[src/hdl/md5_pkg.sv]
// md5_pkg: shared types, constants and round tables for the md5 digest engine
// no dependencies; used by md5_ctrl, md5_dp and the top level

package md5_pkg;

    localparam logic [31:0] IV_A = 32'h67452301;
    localparam logic [31:0] IV_B = 32'hefcdab89;
    localparam logic [31:0] IV_C = 32'h98badcfe;
    localparam logic [31:0] IV_D = 32'h10325476;

    localparam logic [5:0]  ROUND_LAST = 6'd63;
    localparam logic [2:0]  POS_LAST   = 3'd7;
    localparam logic [31:0] PAD_WORD   = 32'h0000_0080;

    // controller to datapath
    typedef struct packed {
        logic       load_word;
        logic       init_work;
        logic       do_round;
        logic       fold;
        logic       pad;
        logic       clear_blk;
        logic       write_len;
        logic       restart;
        logic [5:0] round_idx;
    } md5_cmd_t;

    // datapath to controller
    typedef struct packed {
        logic [2:0] pos;
    } md5_stat_t;

    function automatic logic [31:0] round_const(input logic [5:0] i);
        logic [31:0] k;
        case (i)
            6'd0:  k = 32'd3614090360;
            6'd1:  k = 32'd3905402710;
            6'd2:  k = 32'd606105819;
            6'd3:  k = 32'd3250441966;
            6'd4:  k = 32'd4118548399;
            6'd5:  k = 32'd1200080426;
            6'd6:  k = 32'd2821735955;
            6'd7:  k = 32'd4249261313;
            6'd8:  k = 32'd1770035416;
            6'd9:  k = 32'd2336552879;
            6'd10: k = 32'd4294925233;
            6'd11: k = 32'd2304563134;
            6'd12: k = 32'd1804603682;
            6'd13: k = 32'd4254626195;
            6'd14: k = 32'd2792965006;
            6'd15: k = 32'd1236535329;
            6'd16: k = 32'd4129170786;
            6'd17: k = 32'd3225465664;
            6'd18: k = 32'd643717713;
            6'd19: k = 32'd3921069994;
            6'd20: k = 32'd3593408605;
            6'd21: k = 32'd38016083;
            6'd22: k = 32'd3634488961;
            6'd23: k = 32'd3889429448;
            6'd24: k = 32'd568446438;
            6'd25: k = 32'd3275163606;
            6'd26: k = 32'd4107603335;
            6'd27: k = 32'd1163531501;
            6'd28: k = 32'd2850285829;
            6'd29: k = 32'd4243563512;
            6'd30: k = 32'd1735328473;
            6'd31: k = 32'd2368359562;
            6'd32: k = 32'd4294588738;
            6'd33: k = 32'd2272392833;
            6'd34: k = 32'd1839030562;
            6'd35: k = 32'd4259657740;
            6'd36: k = 32'd2763975236;
            6'd37: k = 32'd1272893353;
            6'd38: k = 32'd4139469664;
            6'd39: k = 32'd3200236656;
            6'd40: k = 32'd681279174;
            6'd41: k = 32'd3936430074;
            6'd42: k = 32'd3572445317;
            6'd43: k = 32'd76029189;
            6'd44: k = 32'd3654602809;
            6'd45: k = 32'd3873151461;
            6'd46: k = 32'd530742520;
            6'd47: k = 32'd3299628645;
            6'd48: k = 32'd4096336452;
            6'd49: k = 32'd1126891415;
            6'd50: k = 32'd2878612391;
            6'd51: k = 32'd4237533241;
            6'd52: k = 32'd1700485571;
            6'd53: k = 32'd2399980690;
            6'd54: k = 32'd4293915773;
            6'd55: k = 32'd2240044497;
            6'd56: k = 32'd1873313359;
            6'd57: k = 32'd4264355552;
            6'd58: k = 32'd2734768916;
            6'd59: k = 32'd1309151649;
            6'd60: k = 32'd4149444226;
            6'd61: k = 32'd3174756917;
            6'd62: k = 32'd718787259;
            6'd63: k = 32'd3951481745;
            default: k = 32'd0;
        endcase
        return k;
    endfunction

    // shift amount picked by round group and round mod 4
    function automatic logic [4:0] rot_amount(input logic [3:0] sel);
        logic [4:0] s;
        case (sel)
            4'd0:  s = 5'd7;
            4'd1:  s = 5'd12;
            4'd2:  s = 5'd17;
            4'd3:  s = 5'd22;
            4'd4:  s = 5'd5;
            4'd5:  s = 5'd9;
            4'd6:  s = 5'd14;
            4'd7:  s = 5'd20;
            4'd8:  s = 5'd4;
            4'd9:  s = 5'd11;
            4'd10: s = 5'd16;
            4'd11: s = 5'd23;
            4'd12: s = 5'd6;
            4'd13: s = 5'd10;
            4'd14: s = 5'd15;
            4'd15: s = 5'd21;
            default: s = 5'd0;
        endcase
        return s;
    endfunction

endpackage

[src/hdl/md5_in_if.sv]
// md5_in_if: message word channel, valid/ready with payload
// no dependencies

interface md5_in_if;
    logic        valid;
    logic        ready;
    logic [63:0] data_word;
    logic        word_present;
    logic        end_of_message;

    modport source (output valid, output data_word, output word_present,
                    output end_of_message, input ready);
    modport sink   (input valid, input data_word, input word_present,
                    input end_of_message, output ready);
endinterface

[src/hdl/md5_out_if.sv]
// md5_out_if: digest channel, valid/ready with four 32-bit digest words
// no dependencies

interface md5_out_if;
    logic        valid;
    logic        ready;
    logic [31:0] digest_a;
    logic [31:0] digest_b;
    logic [31:0] digest_c;
    logic [31:0] digest_d;

    modport source (output valid, output digest_a, output digest_b,
                    output digest_c, output digest_d, input ready);
    modport sink   (input valid, input digest_a, input digest_b,
                    input digest_c, input digest_d, output ready);
endinterface

[src/hdl/md5_digest_engine.sv]
// md5_digest_engine: streaming md5 over 64-bit little-endian message words
// a word that does not complete a block leaves the input ready; the eighth word of a block
// goes through intake, 64 rounds in the shared round unit and the chaining fold before the
// next transfer; end of message: padding and compression, a second compression when the
// length spills into an extra block, then the digest is held until its transfer
// reset (async, active low) loads the md5 initial value and clears the word counters

module md5_digest_engine (
    input  logic      clk,
    input  logic      rst_n,
    md5_in_if.sink    msg,
    md5_out_if.source digest
);

    md5_pkg::md5_cmd_t  cmd;
    md5_pkg::md5_stat_t stat;

    md5_ctrl u_ctrl (
        .clk            (clk),
        .rst_n          (rst_n),
        .in_valid       (msg.valid),
        .word_present   (msg.word_present),
        .end_of_message (msg.end_of_message),
        .in_ready       (msg.ready),
        .out_valid      (digest.valid),
        .out_ready      (digest.ready),
        .stat           (stat),
        .cmd            (cmd)
    );

    md5_dp u_dp (
        .clk       (clk),
        .rst_n     (rst_n),
        .cmd       (cmd),
        .data_word (msg.data_word),
        .stat      (stat),
        .digest_a  (digest.digest_a),
        .digest_b  (digest.digest_b),
        .digest_c  (digest.digest_c),
        .digest_d  (digest.digest_d)
    );

endmodule

[src/hdl/md5_ctrl.sv]
// md5_ctrl: sequencer for word intake, 64-round compression, padding and output
// depends on md5_pkg (command and status structs, round and position limits)

module md5_ctrl (
    input  logic                clk,
    input  logic                rst_n,
    input  logic                in_valid,
    input  logic                word_present,
    input  logic                end_of_message,
    output logic                in_ready,
    output logic                out_valid,
    input  logic                out_ready,
    input  md5_pkg::md5_stat_t  stat,
    output md5_pkg::md5_cmd_t   cmd
);

    typedef enum logic [2:0] {
        S_IDLE,
        S_ROUND,
        S_FOLD,
        S_PAD,
        S_LEN,
        S_OUT
    } state_t;

    // which compression is running
    typedef enum logic [1:0] {
        PH_BLOCK,
        PH_SPILL,
        PH_FINAL
    } phase_t;

    state_t     state_reg, state_next;
    phase_t     phase_reg, phase_next;
    logic [5:0] round_reg, round_next;
    logic       fin_reg, fin_next;

    always_comb
    begin
        state_next    = state_reg;
        phase_next    = phase_reg;
        round_next    = round_reg;
        fin_next      = fin_reg;
        cmd           = '0;
        cmd.round_idx = round_reg;
        in_ready      = 1'b0;
        out_valid     = 1'b0;
        case (state_reg)
            S_IDLE:
            begin
                in_ready = 1'b1;
                if (in_valid)
                begin
                    cmd.load_word = word_present;
                    if (word_present && stat.pos == md5_pkg::POS_LAST)
                    begin
                        cmd.init_work = 1'b1;
                        round_next    = '0;
                        phase_next    = PH_BLOCK;
                        fin_next      = end_of_message;
                        state_next    = S_ROUND;
                    end
                    else if (end_of_message)
                    begin
                        state_next = S_PAD;
                    end
                end
            end
            S_ROUND:
            begin
                cmd.do_round = 1'b1;
                round_next   = round_reg + 6'd1;
                if (round_reg == md5_pkg::ROUND_LAST)
                begin
                    state_next = S_FOLD;
                end
            end
            S_FOLD:
            begin
                cmd.fold = 1'b1;
                case (phase_reg)
                    PH_BLOCK: state_next = fin_reg ? S_PAD : S_IDLE;
                    PH_SPILL: state_next = S_LEN;
                    PH_FINAL: state_next = S_OUT;
                    default:  state_next = S_IDLE;
                endcase
            end
            S_PAD:
            begin
                cmd.pad       = 1'b1;
                cmd.init_work = 1'b1;
                round_next    = '0;
                state_next    = S_ROUND;
                if (stat.pos == md5_pkg::POS_LAST)
                begin
                    // no room for the length, it goes into an extra block
                    phase_next = PH_SPILL;
                end
                else
                begin
                    cmd.write_len = 1'b1;
                    phase_next    = PH_FINAL;
                end
            end
            S_LEN:
            begin
                cmd.clear_blk = 1'b1;
                cmd.write_len = 1'b1;
                cmd.init_work = 1'b1;
                round_next    = '0;
                phase_next    = PH_FINAL;
                state_next    = S_ROUND;
            end
            S_OUT:
            begin
                out_valid = 1'b1;
                if (out_ready)
                begin
                    cmd.restart = 1'b1;
                    state_next  = S_IDLE;
                end
            end
            default:
            begin
                state_next = S_IDLE;
            end
        endcase
    end

    always_ff @(posedge clk or negedge rst_n)
    begin
        if (!rst_n)
        begin
            state_reg <= S_IDLE;
            phase_reg <= PH_BLOCK;
            round_reg <= '0;
            fin_reg   <= 1'b0;
        end
        else
        begin
            state_reg <= state_next;
            phase_reg <= phase_next;
            round_reg <= round_next;
            fin_reg   <= fin_next;
        end
    end

endmodule

[src/hdl/md5_dp.sv]
// md5_dp: block buffer, word counters, chaining value and one md5 round per cycle
// depends on md5_pkg (command and status structs, initial value, round tables)

module md5_dp (
    input  logic                clk,
    input  logic                rst_n,
    input  md5_pkg::md5_cmd_t   cmd,
    input  logic [63:0]         data_word,
    output md5_pkg::md5_stat_t  stat,
    output logic [31:0]         digest_a,
    output logic [31:0]         digest_b,
    output logic [31:0]         digest_c,
    output logic [31:0]         digest_d
);

    logic [31:0] blk_reg [16];
    logic [31:0] blk_next [16];
    logic [31:0] cv_reg [4];
    logic [31:0] wa_reg, wb_reg, wc_reg, wd_reg;
    logic [2:0]  pos_reg;
    logic [60:0] count_reg;

    logic [3:0]  pos2;
    logic [63:0] bit_len;
    logic [5:0]  ri;
    logic [3:0]  ri4;
    logic [31:0] f_val;
    logic [3:0]  g_idx;
    logic [31:0] sum;
    logic [4:0]  shamt;
    logic [63:0] rot_dbl;
    logic [31:0] new_b;

    assign pos2     = {pos_reg, 1'b0};
    assign bit_len  = {count_reg[57:0], 6'b0};
    assign stat.pos = pos_reg;

    assign digest_a = cv_reg[0];
    assign digest_b = cv_reg[1];
    assign digest_c = cv_reg[2];
    assign digest_d = cv_reg[3];

    // round function
    assign ri  = cmd.round_idx;
    assign ri4 = ri[3:0];

    always_comb
    begin
        case (ri[5:4])
            2'd0:
            begin
                f_val = (wb_reg & wc_reg) | (~wb_reg & wd_reg);
                g_idx = ri4;
            end
            2'd1:
            begin
                f_val = (wd_reg & wb_reg) | (~wd_reg & wc_reg);
                g_idx = (ri4 << 2) + ri4 + 4'd1;
            end
            2'd2:
            begin
                f_val = wb_reg ^ wc_reg ^ wd_reg;
                g_idx = (ri4 << 1) + ri4 + 4'd5;
            end
            default:
            begin
                f_val = wc_reg ^ (wb_reg | ~wd_reg);
                g_idx = (ri4 << 3) - ri4;
            end
        endcase
    end

    assign sum     = wa_reg + f_val + md5_pkg::round_const(ri) + blk_reg[g_idx];
    assign shamt   = md5_pkg::rot_amount({ri[5:4], ri[1:0]});
    assign rot_dbl = {sum, sum} << shamt;
    assign new_b   = wb_reg + rot_dbl[63:32];

    // buffer writes: word load, padding, clear, then length on top
    always_comb
    begin
        for (int k = 0; k < 16; k++)
        begin
            blk_next[k] = blk_reg[k];
            if (cmd.load_word)
            begin
                if (4'(k) == pos2)
                begin
                    blk_next[k] = data_word[31:0];
                end
                else if (4'(k) == (pos2 | 4'd1))
                begin
                    blk_next[k] = data_word[63:32];
                end
            end
            if (cmd.pad)
            begin
                if (4'(k) == pos2)
                begin
                    blk_next[k] = md5_pkg::PAD_WORD;
                end
                else if (4'(k) > pos2)
                begin
                    blk_next[k] = '0;
                end
            end
            if (cmd.clear_blk)
            begin
                blk_next[k] = '0;
            end
        end
        if (cmd.write_len)
        begin
            blk_next[14] = bit_len[31:0];
            blk_next[15] = bit_len[63:32];
        end
    end

    always_ff @(posedge clk)
    begin
        for (int k = 0; k < 16; k++)
        begin
            blk_reg[k] <= blk_next[k];
        end
        if (cmd.init_work)
        begin
            wa_reg <= cv_reg[0];
            wb_reg <= cv_reg[1];
            wc_reg <= cv_reg[2];
            wd_reg <= cv_reg[3];
        end
        else if (cmd.do_round)
        begin
            wa_reg <= wd_reg;
            wd_reg <= wc_reg;
            wc_reg <= wb_reg;
            wb_reg <= new_b;
        end
    end

    always_ff @(posedge clk or negedge rst_n)
    begin
        if (!rst_n)
        begin
            cv_reg[0] <= md5_pkg::IV_A;
            cv_reg[1] <= md5_pkg::IV_B;
            cv_reg[2] <= md5_pkg::IV_C;
            cv_reg[3] <= md5_pkg::IV_D;
            pos_reg   <= '0;
            count_reg <= '0;
        end
        else if (cmd.restart)
        begin
            cv_reg[0] <= md5_pkg::IV_A;
            cv_reg[1] <= md5_pkg::IV_B;
            cv_reg[2] <= md5_pkg::IV_C;
            cv_reg[3] <= md5_pkg::IV_D;
            pos_reg   <= '0;
            count_reg <= '0;
        end
        else
        begin
            if (cmd.fold)
            begin
                cv_reg[0] <= cv_reg[0] + wa_reg;
                cv_reg[1] <= cv_reg[1] + wb_reg;
                cv_reg[2] <= cv_reg[2] + wc_reg;
                cv_reg[3] <= cv_reg[3] + wd_reg;
            end
            if (cmd.load_word)
            begin
                pos_reg   <= pos_reg + 3'd1;
                count_reg <= count_reg + 61'd1;
            end
        end
    end

endmodule

[src/flat_wrapper.sv]
// flat-port wrapper written by rule: the top's interface ports become plain ports
module md5_digest_engine_flat 
  (clk, rst_n, msg_valid, msg_data_word, msg_word_present, msg_end_of_message, msg_ready, digest_valid, digest_digest_a, digest_digest_b, digest_digest_c, digest_digest_d, digest_ready);
  md5_in_if msg_i ();
  md5_out_if digest_i ();
  input  logic clk;
  input  logic rst_n;
  input wire logic [$bits(msg_i.valid)-1:0] msg_valid;
  input wire logic [$bits(msg_i.data_word)-1:0] msg_data_word;
  input wire logic [$bits(msg_i.word_present)-1:0] msg_word_present;
  input wire logic [$bits(msg_i.end_of_message)-1:0] msg_end_of_message;
  output wire logic [$bits(msg_i.ready)-1:0] msg_ready;
  output wire logic [$bits(digest_i.valid)-1:0] digest_valid;
  output wire logic [$bits(digest_i.digest_a)-1:0] digest_digest_a;
  output wire logic [$bits(digest_i.digest_b)-1:0] digest_digest_b;
  output wire logic [$bits(digest_i.digest_c)-1:0] digest_digest_c;
  output wire logic [$bits(digest_i.digest_d)-1:0] digest_digest_d;
  input wire logic [$bits(digest_i.ready)-1:0] digest_ready;
  assign msg_i.valid = msg_valid;
  assign msg_i.data_word = msg_data_word;
  assign msg_i.word_present = msg_word_present;
  assign msg_i.end_of_message = msg_end_of_message;
  assign msg_ready = msg_i.ready;
  assign digest_valid = digest_i.valid;
  assign digest_digest_a = digest_i.digest_a;
  assign digest_digest_b = digest_i.digest_b;
  assign digest_digest_c = digest_i.digest_c;
  assign digest_digest_d = digest_i.digest_d;
  assign digest_i.ready = digest_ready;
  md5_digest_engine u_core (.clk(clk), .rst_n(rst_n), .msg(msg_i), .digest(digest_i));
endmodule
[config.mk]
export PLATFORM = sky130hd
export DESIGN_NAME = md5_digest_engine_flat
export DESIGN_NICKNAME = d
export VERILOG_FILES = /design/src/hdl/md5_pkg.sv /design/src/hdl/md5_in_if.sv /design/src/hdl/md5_out_if.sv /design/src/hdl/md5_digest_engine.sv /design/src/hdl/md5_ctrl.sv /design/src/hdl/md5_dp.sv /design/src/flat_wrapper.sv
export SDC_FILE = /design/constraint.sdc
export NUM_CORES = 2
export LEC_CHECK = 0
export BUFFER_PORTS_ARGS = -buffer_cell sky130_fd_sc_hd__clkbuf_2
export CAP_MARGIN = 10
export CORE_ASPECT_RATIO = 1.25
export CORE_UTILIZATION = 55
export DETAILED_ROUTE_END_ITERATION = 10
export GPL_TIMING_DRIVEN = 0
export PLACE_DENSITY = 0.7
export SYNTH_ARGS = -nofsm -noshare
export SYNTH_HDL_FRONTEND = slang
export SYNTH_SLANG_ARGS = --single-unit
[constraint.sdc]
create_clock -name clk -period 22.2 [get_ports clk]
set_clock_uncertainty 0.05 [all_clocks]
set_input_delay 2.22 -clock clk [delete_from_list [all_inputs] [get_ports clk]]
set_output_delay 2.22 -clock clk [all_outputs]
set_load 0.005 [all_outputs]
# After elaboration in Yosys (flattened, before gate mapping)
# Memory sizes are Yosys's and may differ from the RTL's.
# Cells that the tools add are included.
# totals
memories	3
romBits	2128
ram_bits	512
output_inout_bits	130
register_bits	332
input_bits	70
wordCells	237
# memory_table
name	words	word_bits	rd	rd_clocked_by_memory_dff	wr	line_no	source
(name not given)	64	32	1	0	0	md5_pkg.sv:35	case (i)
u_core.u_dp.blk_reg	16	32	17	0	16	md5_dp.sv:16	logic [31:0] blk_reg [16];
(name not given)	16	5	1	0	0	md5_pkg.sv:108	case (sel)
# classes
add_sub_neg	16
reduce_logical	17
n_shift	1
n_mux	135
order_cmp	16
n_eq_ne	23
n_bitwise	12
# ops
operator	n
$mux 32	97
$add 32x32->32	8
$mux 128	2
$and 32x32->32	4
$mux 61	2
$or 32x32->32	3
$pmux 32 s3	1
$xor 32x32->32	3
$mux 64	1
$not 32->32	2
$shl 64x5->64	1
$add 61x1->61 const B	1
$gt 4x4->1 const A	8
$mux 3	7
$pmux 6 s3	1
$gt 3x4->1 const A	4
$pmux 3 s5	1
$eq 3x3->1 const A	4
$mux 6	2
$pmux 4 s3	1
$mux 1	11
$mux 2	5
$eq 3x3->1 const B	3
$pmux 3 s3	1
28 further kinds	47

# Longest topological paths before layout
# depth
word_depth	11
depth_mapped	46
mapped_depth_nobuf	42

# By module
# A second synthesis with hierarchy kept.
# hier_totals
cells_unflattened	6375
area_unflattened_um2	54618.6
# modules_own_cells
mod	cells_each	seq_area_each_um2	area_each_um2	n_inst
md5_dp	6282	19223.4	53784.1	1
md5_ctrl	93	300.3	834.6	1

# Least setup slack after synthesis
# OpenSTA, ideal clock, no wires.
# synth_path
path_kind	flip-flop to flip-flop
startpoint	register u_core.u_ctrl.round_reg[0]
endpoint	register u_core.u_dp.wb_reg[31] (data pin)
setup_time_ns	0.268
period_less_slack_ns	9.996
arrival_time_ns	9.678
slack_ns	12.204
path_buffers	5
required_time_ns	21.882
stages_incl_launch_ff	44
path_cell_list	dfrtp_1 -> buf_6 -> inv_1 -> clkbuf_1 -> ha_1 -> a2bb2oi_1 -> o22ai_2 -> buf_2 -> buf_1 -> clkbuf_1 -> mux4_2 -> nor2_1 -> nor2_1 -> o21ai_0 -> fa_1 -> inv_1 -> ha_1 -> inv_1 -> [... 8 more ...] -> o21ai_0 -> a21oi_1 -> o21ai_0 -> mux2_2 -> mux2_2 -> ha_1 -> o21a_1 -> o21ai_0 -> or4b_2 -> a211oi_1 -> nor2_1 -> a211o_1 -> a21bo_2 -> a21oi_1 -> xor2_1 -> nor2_1 -> mux2i_1 -> o211ai_1
# synth_between
elab_chain_len	9
elab_cells_between_ends	15
classes_between	add/sub (8); shift (1); mux (3); memory (3)
# synth_lines
element	line_no	source
start: declaration	md5_ctrl.sv:35	logic [5:0] round_reg, round_next;
start signal: assignment	md5_ctrl.sv:143	round_reg <= round_next;
$add 4x4->4 (on tied branches)	md5_dp.sv:63, md5_dp.sv:58	
$add 4x3->4 / $add 4x1->4 (equally long branches)	md5_dp.sv:63, md5_dp.sv:58	
$pmux 4 s3	md5_dp.sv:49	case (ri[5:4])
$mem_v2 16x32	-	
$add 32x32->32	md5_dp.sv:73	assign sum = wa_reg + f_val + md5_pkg::round_const(ri) + blk_reg[g_idx];
$shl 64x5->64 *	md5_dp.sv:75	assign rot_dbl = {sum, sum} << shamt;
$add 32x32->32 *	md5_dp.sv:76	assign new_b = wb_reg + rot_dbl[63:32];
$mux 32 *	md5_dp.sv:131	else if (cmd.do_round)
$mux 32 *	md5_dp.sv:124	if (cmd.init_work)
end signal: assignment	md5_dp.sv:127	wb_reg <= cv_reg[1];
end signal: assignment	md5_dp.sv:136	wb_reg <= new_b;
end: declaration	md5_dp.sv:19	logic [31:0] wa_reg, wb_reg, wc_reg, wd_reg;
# Mark *: on every way between the ends. The rest lies on a longest branch, timed or not. The select of a mux whose other input is x is not followed.
# A chain may end at the register's enable or synchronous reset.

# Worst setup path in the final report
# layout_path
startpoint	register u_core.u_ctrl.round_reg[1]
endpoint	register u_core.u_dp.wb_reg[31] (data pin)
# Same word-level chain as after synthesis.

==> summary.md <==
| Metric | Value |
|---|---|
| Status | `finished, final reports clean` |
| Hold buffers post-CTS | `0` |
| Setup violations, final | `0` |
| RSZ-0062 raised after global routing | `false` |
| F_max | `~70 MHz` |
| Post-synth EDFFs | `160` |
| Slew of the pin with the lowest slew margin | `1480 ps` |
| Hold path startpoint | `u_core.u_dp.blk_reg[10][13]` |
| Pre-CTS WS | `8180 ps` |
| Die height | `between 300 and 400 um` |
| Compound-Gate Fraction of Synth Area | `20.2%` |
| Peak supply drop | `0.0000827 V` |
| Cell taking the most area after synthesis | `dfxtp_1` |
| Critical Path RT | `22630 ps` |
| DRT antenna net count | `0` |
| Initial antenna violation count | `10` |
| Gpl congestion | `between 1 and 1.5` |
| TritonCTS Buffers | `86` |
| Max Root-Sink Buffers | `3` |
| Max reg flops | `between 400 and 500` |
| Share of cells above drive strength 1 | `9.43%` |
| Synthesis-stage register bit count | `841` |
| Die area | `99300 um^2` |
| Largest family of logic cells by synthesized area | `compound AO/OA/AOI/OAI gates` |
| Nets | `slightly above 7000` |
| Xor/xnor share of the synthesized area | `3.85%` |
| Post-cts sizing count | `0` |
| Critical Path Start Type | `register` |
| Vias in the first global route | `53000` |
| Top post-synthesis cells by area | `dfxtp_1 (18%), nand2_1 (11%), edfxtp_1 (8.9%), a21oi_1 (7.2%), dfrtp_1 (6.4%)` |
| Most common cell type on the critical path | `nor2_1` |
| Vias post-DR | `about 55000` |
| First-pass GRT wire length | `363000 um` |
| Worst Setup SP | `u_core.u_ctrl.round_reg[1]` |
| Htree depth | `3` |
| Final worst slack | `7720 ps` |
| DRC viols | `0` |
| Core footprint | `97400 um^2` |
| Switching share of power | `23.5%` |
| Hold Crit Class | `register to register` |
| Starting density of the core | `55.4%` |
| Clk Latency, worst-skew pair | `approximately 740 ps` |
| Max-cap violations | `0` |
| Hold Fails Final Rpt | `0` |
| Area share of the largest cell type after synthesis | `17.8%` |
| IO buf count | `around 140` |
| Combinational share of power | `approximately 1.5%` |
| Syn avg cell area | `8.14 um^2` |
| Sequential fraction of the synthesis area | `36.2%` |
| Final WL | `about 250000 um` |
| Root Buffer Master | `clkbuf_16` |
| Crit path time final | `14480 ps` |
| Final hold slack | `404 ps` |
| Reg clk slew, reported paths | `90 ps` |
| Clock group share of total power | `49.2%` |
| Simple-Gate Fraction of Synth Area | `between 10% and 20%` |
| WL per Instance | `30.7 um` |
| Core Rows | `128` |
| Reg2reg start | `u_core.u_ctrl.round_reg[1]` |
| TritonRoute pass-1 iters | `9` |
| Syn nets | `6982` |
| Ys flop type | `dfxtp_1` |
| Worst path max stage delay | `940 ps` |
| CTS tree | `done` |
| Internal | `0.00242 W` |
| Synthesized area | `53900 um^2` |
| Setup TNS | `0 ps` |
| IO Count | `200` |
| Post-synth ARST share | `23.9%` |
| Pleak | `between 20 and 25 nW` |
| Initial DRC count | `6536` |
| Crit-path max FO | `14` |
| Die W | `approximately 280 um` |
| Routed vias/inst | `6.66` |
| Sw Pwr | `roughly 0.00074 W` |
| Sequential power share | `49.3%` |
| Cell type of the slowest stage on the worst timing path | `buf_1` |
| Proportion of synthesized area in mux cells | `7.83%` |
| Gr ovfl total | `0` |
| Postcts setup bufs | `0` |
| Slew headroom | `1.02%` |
| Crit end category | `register` |
| Post-Syn Instances | `6623` |
| Max Slew Vio Count | `0` |
| Period utilisation layout | `65.2%` |
| Critical path class | `register to register` |
| P per Cell Area | `53.0 nW/um^2` |
| Unique masters post-synth | `a little over 90` |
| Total GRT Usage | `50.8%` |
| Post-synthesis adder-cell area fraction | `7.65%` |
| Syn-to-layout area delta | `10.4%` |
| Hpwl dp | `190000 um` |
| Arr. time, crit path | `14910 ps` |
| Largest net degree at the start of global routing | `85` |
| CTS sink cnt | `about 840` |
| Total of warnings raised by yosys | `0` |
power groups by stage:
stage	sequential [W]	combinational [W]	clock, W
after floorplan	0.00159	0.0000179	0
after CTS	0.00156	0.0000465	0.00154
after detailed placement	0.00159	0.0000464	0
after global placement	0.00159	0.0000445	0
final	0.00156	0.0000486	0.00155
after global routing	0.00155	0.0000488	0.00160
worst max-delay path, delay by kind of cell, from the launching register on:
family                     cells  cell delay (ps)
muxes                          5             1500
adders and majority gates      4             2140
buffers and inverters          8             3710
DFF                            1              640
AOI/OAI and AO/OA             14             3860
xor gates and xnor gates       1              250
and+or+nand+nor                9             2100
routing by layer:
| layer | GRT usage [%] | vias up | part of all wire [%] | routed length (um) |
|---|---|---|---|---|
| met4 | 53.9 | 4 | 13 | 33300 |
| li1 | - | 23700 | - | - |
| met3 | 16.0 | 1324 | 11 | 26900 |
| met5 | 0.0493 | - | 0.0079 | 20 |
| met1 | 51.7 | 26100 | 31 | 79200 |
| met2 | 79.1 | 3798 | 45 | 114000 |
metrics by stage:
| step | instances | power [W] | utilization [%] | cell area (um^2) |
|---|---|---|---|---|
| after global routing | 8239 | 0.00321 | 61.1 | 59500 |
| after CTS | 8234 | 0.00314 | 61.1 | 59500 |
| after floorplan | 6623 | 0.00161 | - | 53900 |
| final | 8245 | 0.00316 | 61.2 | 59600 |
| after global placement | 8058 | 0.00163 | 57.8 | 56200 |
| after detailed placement | 8074 | 0.00163 | 58.1 | 56500 |
cell usage in the layout, fill, tap and decap left out, types with 95 or more instances in the layout:
cell type / count
inv_1: 184
nor2_1: 353
clkbuf_1: 380
xnor2_1: 120
nand3_1: 183
mux4_2: 131
mux2i_1: 107
ha_1: 221
dfxtp_1: 480
nand2_1: 1644
clkbuf_2: 140
xor2_1: 111
a21o_1: 95
dfrtp_1: 137
edfxtp_1: 160
a21oi_1: 780
o21ai_0: 453
kinds of logic (layout without fill, tap and decap cells):
logic type | after synthesis | in the layout
muxes | 256 | 256
other | 0 | 7
buffers and inverters | 667 | 982
AOI/OAI and AO/OA | 1838 | 1838
adders and majority gates | 289 | 289
DFF | 841 | 841
and+or+nand+nor | 2499 | 2499
xor gates and xnor gates | 233 | 233
Yosys cell counts, types with 10 or more instances:
cell type	n
a211o_1	14
and2_1	29
o21ai_0	458
nor2_1	355
or3_1	24
nand2_1	1645
nand3_1	183
nor3_1	57
and3_1	44
inv_1	184
a21oi_1	780
o31ai_1	23
a311oi_1	12
nor2b_1	28
nand4_1	19
dfxtp_1	480
mux2i_1	107
o211ai_1	61
buf_4	37
a21o_1	95
nand3b_1	10
ha_1	221
a31oi_1	73
buf_2	19
xnor2_1	120
edfxtp_1	160
o311ai_0	15
xor2_1	111
mux4_2	131
clkbuf_1	368
fa_1	68
buf_1	46
mux2_2	18
o21ai_1	10
o21a_1	39
a211oi_1	78
dfstp_2	64
or2_2	43
nand2b_1	36
a22o_1	38
dfrtp_1	137
o21bai_1	19
final timing paths:
| path | to | slack (ps) | depth (start not counted) |
|---|---|---|---|
| max reg2reg | u_core.u_dp.wb_reg[31] | 7720 | 41 |
| min reg2reg | u_core.u_dp.blk_reg[10][13] | 400 | 2 |
| max in group asynchronous | u_core.u_dp.count_reg[10] | 19820 | 2 |
| min | u_core.u_dp.blk_reg[10][13] | 400 | 2 |
| max | u_core.u_dp.wb_reg[31] | 7720 | 41 |
| min in group asynchronous | u_core.u_dp.digest_d[13] | 1350 | 1 |
area by class of cell:
type / count / area [um^2]
clock buffers: 117 / 2470
well taps: 1300 / 1630
clock inverters: 43 / 482
flip-flops and latches: 841 / 19500
repair buffers: 155 / 1000
fillers: 8688 / 37800
multi-input cells: 5115 / 31700
diodes: 7 / 17.5
inverters: 190 / 713
plain buffers: 477 / 1980
Power figures use the tool's default switching activity.
